===== src/rtl/expm_pkg.sv =====
package expm_pkg;

  // Field and operand widths.
  localparam int WORD_BITS        = 64;
  localparam int OPERAND_WORDS    = 4;
  localparam int FULL_BITS        = WORD_BITS * OPERAND_WORDS;
  localparam int LIMB_BITS        = 32;
  localparam int OPERAND_BITS_DEF = 256;

  // Commands from the controller to the datapath.
  typedef struct packed {
    logic load;       // capture base and exponent, set result to one
    logic start_mul;  // begin a truncated multiply pass
    logic sel_sqr;    // with start_mul: square the running base instead of result * base
    logic shift_ex;   // drop the exponent bit just consumed
    logic publish;    // copy the result into the output register
  } cmd_t;

  // Status from the datapath to the controller.
  typedef struct packed {
    logic mul_done;   // multiply pass finishes and writes back this cycle
    logic ex_zero;    // no exponent bits left to consume
    logic ex_bit;     // current exponent bit
  } status_t;

endpackage


===== src/rtl/expm_ctrl.sv =====
module expm_ctrl (
  input  logic                clk,
  input  logic                rst,
  input  logic                in_valid,
  output logic                in_ready,
  output logic                out_valid,
  input  logic                out_ready,
  input  expm_pkg::status_t   sts,
  output expm_pkg::cmd_t      cmd
);

  localparam logic [2:0] S_IDLE = 3'd0;
  localparam logic [2:0] S_SCAN = 3'd1;
  localparam logic [2:0] S_MUL  = 3'd2;
  localparam logic [2:0] S_SQR  = 3'd3;
  localparam logic [2:0] S_DONE = 3'd4;

  logic [2:0] state;
  logic [2:0] state_next;

  // Sequencing of one exponentiation.
  always_comb begin
    state_next = state;
    cmd        = '0;
    in_ready   = 1'b0;
    unique case (state)
      S_IDLE: begin
        in_ready = 1'b1;
        if (in_valid) begin
          cmd.load   = 1'b1;
          state_next = S_SCAN;
        end
      end
      S_SCAN: begin
        if (sts.ex_zero) begin
          state_next = S_DONE;
        end else if (sts.ex_bit) begin
          cmd.start_mul = 1'b1;
          state_next    = S_MUL;
        end else begin
          cmd.start_mul = 1'b1;
          cmd.sel_sqr   = 1'b1;
          state_next    = S_SQR;
        end
      end
      S_MUL: begin
        if (sts.mul_done) begin
          cmd.start_mul = 1'b1;
          cmd.sel_sqr   = 1'b1;
          state_next    = S_SQR;
        end
      end
      S_SQR: begin
        if (sts.mul_done) begin
          cmd.shift_ex = 1'b1;
          state_next   = S_SCAN;
        end
      end
      S_DONE: begin
        if (!out_valid || out_ready) begin
          cmd.publish = 1'b1;
          state_next  = S_IDLE;
        end
      end
      default: begin
        state_next = S_IDLE;
      end
    endcase
  end

  // State and output valid flag.
  always_ff @(posedge clk) begin
    if (rst) begin
      state     <= S_IDLE;
      out_valid <= 1'b0;
    end else begin
      state <= state_next;
      if (cmd.publish) begin
        out_valid <= 1'b1;
      end else if (out_ready) begin
        out_valid <= 1'b0;
      end
    end
  end

  // Pass completions only arrive while a multiply or square is pending.
  a_done_in_pass: assert property (@(posedge clk) disable iff (rst)
    sts.mul_done |-> (state == S_MUL || state == S_SQR))
    else $error("multiply completion outside a pass");

  // A new result never overwrites one that has not been taken.
  a_publish_room: assert property (@(posedge clk) disable iff (rst)
    cmd.publish |-> (!out_valid || out_ready))
    else $error("result published over a pending transaction");

  // A result appears only after the exponent has been fully consumed.
  a_rise_from_done: assert property (@(posedge clk) disable iff (rst)
    $rose(out_valid) |-> $past(state) == S_DONE)
    else $error("output valid raised outside the finishing state");

endmodule


===== config.mk =====
export PLATFORM = sky130hd
export DESIGN_NAME = expm_ctrl
export DESIGN_NICKNAME = d
export VERILOG_FILES = /design/src/rtl/expm_pkg.sv /design/src/rtl/expm_ctrl.sv
export SDC_FILE = /design/constraint.sdc
export NUM_CORES = 1
export LEC_CHECK = 0
export ABC_AREA = 1
export BUFFER_PORTS_ARGS = -buffer_cell sky130_fd_sc_hd__buf_2
export CORE_AREA = 2 2 39 41
export CTS_CLUSTER_DIAMETER = 40
export DETAILED_ROUTE_END_ITERATION = 10
export DIE_AREA = 0 0 41 43
export GPL_ROUTABILITY_DRIVEN = 0
export PLACE_DENSITY = 0.42
export SLEW_MARGIN = 25
export SYNTH_ARGS = -nofsm -noshare
export SYNTH_HDL_FRONTEND = slang
export SYNTH_SLANG_ARGS = --single-unit

===== constraint.sdc =====
create_clock -name clk -period 1.8 [get_ports clk]
set_input_delay 0.36 -clock clk [delete_from_list [all_inputs] [get_ports clk]]
set_output_delay 0.36 -clock clk [all_outputs]
set_load 0.02 [all_outputs]

==> metrics.yaml, run 1 <==
run_status: "finished, final reports clean"
global_route.overflow_total: 0
cell_breakdown_of_the_critical_path: "nand4_1 > o21ai_0 > buf_2"
report.final.hold_viol_count: 0
grt_max_degree: 11
grt_pass1_wl_mm: 1.041
starting_density_of_the_core_pct: 18.17
timing.critical_path.arrival_ns: 1.22
timing_max_transition_violations_final: 0
number_of_warnings_reported_in_the_yosys_synthesis_log: 0
cts_buffer_depth: 2
die_w_um: 41
worst_slack_ns: 0.2158
grt_pass1_vias: 270
synthesis.instances: 42
viasPerCell: 4.041
timing.hold.worst_path_depth: 2
min-delay-start: "rst"
root_driver: "clkbuf_4"
fillerInstances: 169
max-cap-violations: 0
drt-wirelength-per-cell_um: 8.595
placed_cell_area_um2: 336.6
fin_tns_setup_ns: 0
synth.avg_cell_area_um2: 5.988
timing.reg2reg.setup_slack_ns: 0.83
antenna_violations_before_repair: 0
worstRegToRegCells: 6
routed-via-count: 299
clkLatencyLatePin_ns: 0.23
worst_ep_required_time_ns: 1.44
route.detailed.drc: 0
maximum_operating_frequency_ghz: 0.6312
cts_setup_buffers: 0
fin_worst_skew_ns: 0.003178
layout_commonest_cell: "buf_2"
cp_slowest_cell: "dfxtp_1"
areaGrowthSynthToFinish_pct: 42.79
power.leakage_uw: 0.0002055
drtPass1Iterations: 4
worst_margin_slew_ns: 0.2661
final_layout_size_suffix_gt1_share_pct: 34.48
pin_count: 14
layout_min_cycle_time_ns: 1.584
numClockSinks: 4
worst-setup-path-type: "register to output pin"
hold_class: "input port to register"
io_buffers: 13
power_density_over_the_cells_nw_per_um2: 882.4
cts-hold-fix-buffers: 0
clock_tree.htree_level_count: 1
post_cts_resize_count: 0
chipHeight_um: 43
critical_path.reg2reg.endpoint: "state[0]"
full_die_area_um2: 1763
min_delay_worst_endpoint: "state[2]"
coreArea_um2: 1384
worst_ir_drop_vdd_mv: 0.2435
cp_num_buf_inv: 1
final.period_utilization_pct: 88.01
tritoncts_clock_tree: "yes"
design_area_um2: 359.1
cp_max_fo: 7
slew_headroom_pct: 82.11
rsz0062_at_grt: "no"
path_clk_slew_ns: 0.04
insertedDiodeCount: 0
final_antenna_net_count: 0
grt_use_total_pct: 8.936
syn_area_um2: 251.5
drt_iter0_drc: 2
synthDistinctLibCells: 11
final_cell_mix: "13 x buf_2, 11 x nor2_1, 7 x inv_1, 7 x nand3_1"
numCtsBuffers: 3
largest_stage_delay_on_the_critical_path_ns: 0.46
place_worst_setup_slack_ns: 0.4563
drt-total-wl_um: 636
synth-seq-area-share_pct: 31.84
synth-seq-cells: 4
r2r_start: "state[0]"
setup_viol: 0
nNetsFinal: 67
endpoint_kind: "output pin"
dpl.hpwl_um: 505.3
syn-num-nets: 49
path_delay_family: "flip-flops"
category_of_the_worst_setup_path_launch_point: "register"
cell_rows: 14
[power by group]
group	internal [uW]	leakage (uW)	total [uW]	switching, uW
registers	97.2	0.0000327	110	12.7
clock network	74.5	0.0000138	110	35.9
logic	35.0	0.000159	96.5	61.5
total	207	0.000205	317	110
[final cells by class]
cell class / count / area [um^2] / area share (%)
sequential: 4 / 80.08 / 22.30
timing repair buffer: 13 / 65.06 / 18.12
clock buffer: 3 / 22.52 / 6.272
multi-input combinational: 29 / 137.6 / 38.33
inverter: 9 / 33.78 / 9.408
tap: 16 / 20.02 / 5.575
[how the worst max path moves through the flow]
stage | depth (start not counted) | startpoint | slack [ns] | endpoint
5_1_grt | 5 | state[1] | 0.09 | cmd[2]
4_1_cts | 3 | state[0] | 0.20 | cmd[2]
3_5_place_dp | 5 | sts[1] | 0.46 | cmd[2]
6_report | 3 | state[0] | 0.22 | cmd[2]
3_3_place_gp | 5 | sts[1] | 0.47 | cmd[2]
2_1_floorplan | 2 | state[0] | 0.37 | cmd[2]
[state kept, by name, indices dropped and copies added, names as in the netlist]
signal	count
out_valid	1
state	3
[worst reg2reg max path, cell delays in order (launching register included)]
cell	delay, ns
dfxtp_1	0.46
nor2_2	0.08
nand3_1	0.07
nand3_1	0.06
nor2_1	0.11
nor2_1	0.05
nor2_1	0.07
[layer usage]
layer / vias to the layer above / share of wire (%) / track usage, %
met5: - / 0 / 0
met4: 0 / 0 / 8.000
met3: 0 / 3.5 / 1.571
met2: 5 / 52 / 13.75
met1: 129 / 44 / 9.646
li1: 165 / - / -
[cells in the mapped netlist]
cell,instances,area (um^2)
nor2_2,1,6.260
inv_1,7,26.28
dfxtp_1,4,80.08
nand4_1,2,12.51
nand3_1,7,35.03
o21ai_0,1,5.000
a21oi_1,2,10.01
inv_2,2,7.510
nor4_2,1,12.51
nor2_1,11,41.29
nand2_1,4,15.01
[kinds of logic after synthesis]
family | synth area share [%]
compound gates | 5.968
buf+inv | 13.44
flops | 31.84
simple gates | 48.75
[metrics by stage]
stage	instances	util, %	hold WS, ns	power, uW
2_1_floorplan	42	-	0.4291	175.3
3_3_place_gp	71	24.32	0.4789	208.8
3_5_place_dp	71	24.32	0.4822	209.2
4_1_cts	74	25.95	0.3312	324.8
5_1_grt	74	25.95	0.3406	346.9
6_report	74	25.95	0.3311	316.9
(Power assumes the default switching activity.)
==> run 2, diff against run 1 <==
--- a/config.mk
+++ b/config.mk
@@ -6,7 +6,7 @@
 export NUM_CORES = 1
 export LEC_CHECK = 0
 export ABC_AREA = 1
-export BUFFER_PORTS_ARGS = -buffer_cell sky130_fd_sc_hd__buf_2
+export BUFFER_PORTS_ARGS = -buffer_cell sky130_fd_sc_hd__clkbuf_2
 export CORE_AREA = 2 2 39 41
 export CTS_CLUSTER_DIAMETER = 40
 export DETAILED_ROUTE_END_ITERATION = 10
==> run 2 against run 1 <==
Clock-buffer cell count unchanged. Routed wire length down 7.4%. Sequential share of layout area unchanged. Combinational power about the same. Global-route usage decreased by 0.60 points. Non-clock buffer count unchanged. Critical path type unchanged. Largest cell class unchanged.
==> metrics.yaml, run 2 (synthesis results as in run 1) <==
grt_use_total_pct: 8.333  # -0.60 points
viasPerCell: 4.135  # +2.3%
grt_pass1_vias: 267  # -1.1%
clkLatencyLatePin_ns: 0.23  # about the same
top_register_by_number_of_flip_flops: "state"
worst_ep_required_time_ns: 1.44  # about the same
drtPass1Iterations: 4  # unchanged
run_status: "finished, final reports clean"
areaGrowthSynthToFinish_pct: 42.79  # unchanged
post_cts_resize_count: 0  # unchanged
regArea_um2: 80.08  # unchanged
category_of_the_worst_setup_path_launch_point: "register"
tritoncts_clock_tree: "yes"
full_die_area_um2: 1763  # unchanged
drt-wirelength-per-cell_um: 7.959  # -7.4%
largest_register_ffs: 3  # unchanged
slew_headroom_pct: 82.53  # +0.42 points
final_cell_mix: "13 x clkbuf_2, 11 x nor2_1, 7 x inv_1, 7 x nand3_1"
final_layout_size_suffix_gt1_share_pct: 34.48  # unchanged
reg_top3: "state x3, out_valid x1"
multi_input_comb_area_um2: 137.6  # unchanged
antenna_violations_before_repair: 0  # unchanged
timing.critical_path.arrival_ns: 1.22  # about the same
rsz0062_at_grt: "no"
pin_count: 14  # unchanged
root_driver: "clkbuf_4"
starting_density_of_the_core_pct: 18.17  # unchanged
drt_iter0_drc: 9  # +7
dpl.hpwl_um: 488.7  # -3.3%
insertedDiodeCount: 0  # unchanged
die_w_um: 41  # unchanged
total_power_uw: 315.3  # -0.49%
power_density_over_the_cells_nw_per_um2: 878.1  # -0.49%
cts_buffer_depth: 2  # unchanged
maximum_operating_frequency_ghz: 0.6311  # about the same
max-cap-violations: 0  # unchanged
layout_min_cycle_time_ns: 1.585  # +0.0003440 ns
global_route.overflow_total: 0  # unchanged
endpoint_kind: "output pin"
fin_worst_skew_ns: 0.0002708  # -0.002907 ns
chipHeight_um: 43  # unchanged
report.final.hold_viol_count: 0  # unchanged
whs_ns: 0.3438  # +0.01268 ns
grt_max_degree: 11  # unchanged
layout_commonest_cell: "clkbuf_2"
route.detailed.drc: 0  # unchanged
hold_class: "input port to register"
worst_ir_drop_vdd_mv: 0.4566  # +88%
coreArea_um2: 1384  # unchanged
grt_pass1_wl_um: 966  # -7.2%
nNetsFinal: 67  # unchanged
fin_tns_setup_ns: 0  # unchanged
cp_max_fo: 5  # -2
routed-via-count: 306  # +2.3%
cts-hold-fix-buffers: 0  # unchanged
timing_max_transition_violations_final: 0  # unchanged
drt-total-wl_um: 589  # -7.4%
power.leakage_uw: 0.0002031  # -1.2%
worst_margin_slew_ns: 0.2599  # -0.006212 ns
cts_setup_buffers: 0  # unchanged
clock_tree.htree_level_count: 1  # unchanged
final_antenna_net_count: 0  # unchanged
fillerInstances: 164  # -3.0%
setup_viol: 0  # unchanged
worst-setup-path-type: "register to output pin"
io_buffers: 13  # unchanged
path_clk_slew_ns: 0.04  # about the same
numClockSinks: 4  # unchanged
numCtsBuffers: 3  # unchanged
cell_rows: 14  # unchanged
final.period_utilization_pct: 88.03  # about the same
[run 2: changes by cell type in the layout (fill, tap and decap cells not counted), sizes merged]
cell / before / now
buf: 13 / 0
clkbuf: 3 / 16
[run 2: per-layer routing]
metal / vias up / global-route usage, % / part of all wire, %
li1: 166 / - / -
met1: 132 / 8.682 / 43
met2: 8 / 12.81 / 50
met3: 0 / 6.283 / 7.0
met4: 0 / 2.000 / 0
met5: - / 0 / 0
[run 2: cell type report]
type / count / area share (%)
multi-input cells: 29 / 38.33
repair buffers: 13 / 18.12
clock buffers: 3 / 6.272
well taps: 16 / 5.575
flip-flops and latches: 4 / 22.30
inverters: 9 / 9.408
[run 2: per-stage QoR]
stage                     instance area, um^2  util (%)  cells  setup slack, ns
final                                   359.1     25.95     74           0.2155
after CTS                               359.1     25.95     74           0.2064
after detailed placement                336.6     24.32     71           0.4417
after floorplan                         251.5         -     42           0.3661
after global placement                  336.6     24.32     71           0.4568
after global routing                    359.1     25.95     74          0.09584
[run 2: worst max-delay path: stages, from the launching register on]
cell and delay [ns]:
dfxtp_1 0.43, inv_2 0.08, nor2_1 0.09, nand3_1 0.11, o21ai_0 0.10, clkbuf_2 0.19
[run 2: path summary, 6_finish.rpt]
| path | start | endpoint | slack (ns) | depth (start not counted) |
|---|---|---|---|---|
| max | state[1] | cmd[2] | 0.22 | 5 |
| min | rst | state[2] | 0.34 | 2 |
| max reg2reg | state[1] | state[1] | 0.83 | 6 |
| min reg2reg | state[2] | state[2] | 0.48 | 2 |
[run 2: power by group]
group	leakage (uW)	switching (uW)	internal (uW)
clock	0.0000138	35.1	74.5
sequential	0.0000327	11.9	97.2
combinational	0.000157	62.0	34.7
total	0.000203	109	206
==> run 3, diff against run 2 <==
==> constraint.sdc (replaced) <==
create_clock -name clk -period 1.6 [get_ports clk]
set_input_delay 0.32 -clock clk [delete_from_list [all_inputs] [get_ports clk]]
set_output_delay 0.32 -clock clk [all_outputs]
set_load 0.02 [all_outputs]
==> run 3 against run 2 <==
Final cell count is the same. Sequential power is 14% higher. Highest routed layer unchanged. Sequential share of layout area grew 0.54 points. Largest power group is now sequential cells.
==> metrics.yaml, run 3 (synthesis results as in run 1) <==
tritoncts_clock_tree: "yes"
slew_headroom_pct: 82.54  # about the same
rsz0062_at_grt: "no"
route.detailed.drc: 0  # unchanged
grt_pass1_vias: 267  # unchanged
top_register_by_number_of_flip_flops: "state"
p_int_uw: 234.1  # +13%
stdcell_count: 74  # unchanged
fin_worst_skew_ns: 0.0002962  # +0.00002542 ns
p_seq_share_pct: 34.8  # +0.2 points
total_power_uw: 356.8  # +13%
reg_top3: "state x3, out_valid x1"
worst_ir_drop_vdd_mv: 0.5154  # +13%
switching_fraction_of_total_power_pct: 34.40  # -0.14 points
dpl.hpwl_um: 488.7  # unchanged
cell_rows: 14  # unchanged
final_cell_mix: "13 x clkbuf_2, 11 x nor2_1, 7 x inv_1, 7 x nand3_1, 4 x nand2_1"
endpoint_kind: "output pin"
drt-wirelength-per-cell_um: 7.986  # +0.34%
largest_register_ffs: 3  # unchanged
nNetsFinal: 67  # unchanged
whs_ns: 0.2986  # -0.04519 ns
grt_max_degree: 11  # unchanged
root_driver: "clkbuf_4"
grt_pass1_wl_um: 966  # unchanged
placed_cells_incl_taps: 71  # unchanged
layout_commonest_cell: "clkbuf_2"
drtPass1Iterations: 4  # unchanged
drt_iter0_drc: 10  # +1
layout_min_cycle_time_ns: 1.480
final_antenna_net_count: 0  # unchanged
maximum_operating_frequency_ghz: 0.6758
power.switching_uw: 122.8  # +13%
timing_max_transition_violations_final: 0  # unchanged
starting_density_of_the_core_pct: 18.17  # unchanged
worst_slack_ns: 0.1202  # -0.09531 ns
clkLatencyLatePin_ns: 0.23  # about the same
global_route.overflow_total: 0  # unchanged
power_frac_clock_pct: 34.5  # -0.2 points
routed-via-count: 307  # +0.33%
power.leakage_uw: 0.0002037  # +0.33%
timing.critical_path.arrival_ns: 1.16  # -0.06 ns
final_layout_size_suffix_gt1_share_pct: 37.93  # +3.4 points
cp-startpoint: "state[2]"
cp_max_fo: 10  # +5
worst-setup-path-type: "register to output pin"
min-delay-start: "rst"
hold_class: "input port to register"
coreArea_um2: 1384  # unchanged
die_w_um: 41  # unchanged
numCtsBuffers: 3  # unchanged
report.final.hold_viol_count: 0  # unchanged
path_clk_slew_ns: 0.04  # about the same
fin_tns_setup_ns: 0  # unchanged
numClockSinks: 4  # unchanged
clock_tree.htree_level_count: 1  # unchanged
worst_ep_required_time_ns: 1.28  # -0.16 ns
setup_viol: 0  # unchanged
grt_use_total_pct: 8.333  # unchanged
insertedDiodeCount: 0  # unchanged
viasPerCell: 4.149  # +0.33%
pin_count: 14  # unchanged
drt-total-wl_um: 591  # +0.34%
max-cap-violations: 0  # unchanged
power.combinational.fraction_pct: 30.6  # about the same
run_status: "finished, final reports clean"
antenna_violations_before_repair: 0  # unchanged
areaGrowthSynthToFinish_pct: 43.78
power_density_over_the_cells_nw_per_um2: 986.8  # +12%
chipHeight_um: 43  # unchanged
cts_buffer_depth: 2  # unchanged
place_worst_setup_slack_ns: 0.3049  # -0.1368 ns
full_die_area_um2: 1763  # unchanged
worst_margin_slew_ns: 0.2598  # -0.00007999 ns
category_of_the_worst_setup_path_launch_point: "register"
io_buffers: 13  # unchanged
final.period_utilization_pct: 92.49
r2r_start: "state[2]"
[run 3: metrics by stage]
| stage | cell area (um^2) | utilization [%] |
|---|---|---|
| after floorplan | 251.5 | - |
| after global placement | 336.6 | 24.32 |
| after detailed placement | 336.6 | 24.32 |
| after CTS | 359.1 | 25.95 |
| after global routing | 361.6 | 26.13 |
| final | 361.6 | 26.13 |
[run 3: layer usage]
metal	up-vias	global-route usage [%]	wire, um
met5	-	0	0
met4	0	2.000	0
met3	0	6.283	38
met2	8	12.81	296
met1	133	8.682	255
li1	166	-	-
[run 3: layout make-up]
cell class	instances	area [um^2]
clock buffer	3	22.52
fill	166	1022
inverter	9	33.78
multi-input combinational	29	137.6
sequential	4	82.58
tap	16	20.02
timing repair buffer	13	65.06
[run 3: power by group through the flow]
stage | Combinational [uW] | Sequential (uW) | Clock (uW)
2_1_floorplan | 73.8 | 123 | 0
3_3_place_gp | 111 | 124 | 0
3_5_place_dp | 111 | 124 | 0
4_1_cts | 111 | 123 | 128
5_1_grt | 128 | 127 | 132
6_report | 109 | 124 | 123
[run 3: worst max-delay path: stages, from the launching register on]
cell and delay (ns):
dfxtp_1 0.31, inv_2 0.14, nand4_1 0.16, o21ai_1 0.15
clkbuf_2 0.18
[run 3: what timing repair did]
action,CTS,global route
resized for setup,0,3
setup buffers,0,0
hold buffers,0,0
setup endpoints to repair,0,2
[run 3: worst paths after layout]
check | end | depth (start not counted) | slack (ns)
worst min register to register | state[2] | 2 | 0.48
worst max register to register | state[0] | 6 | 0.65
worst min-delay path | state[0] | 2 | 0.30
worst max-delay path | cmd[2] | 4 | 0.12
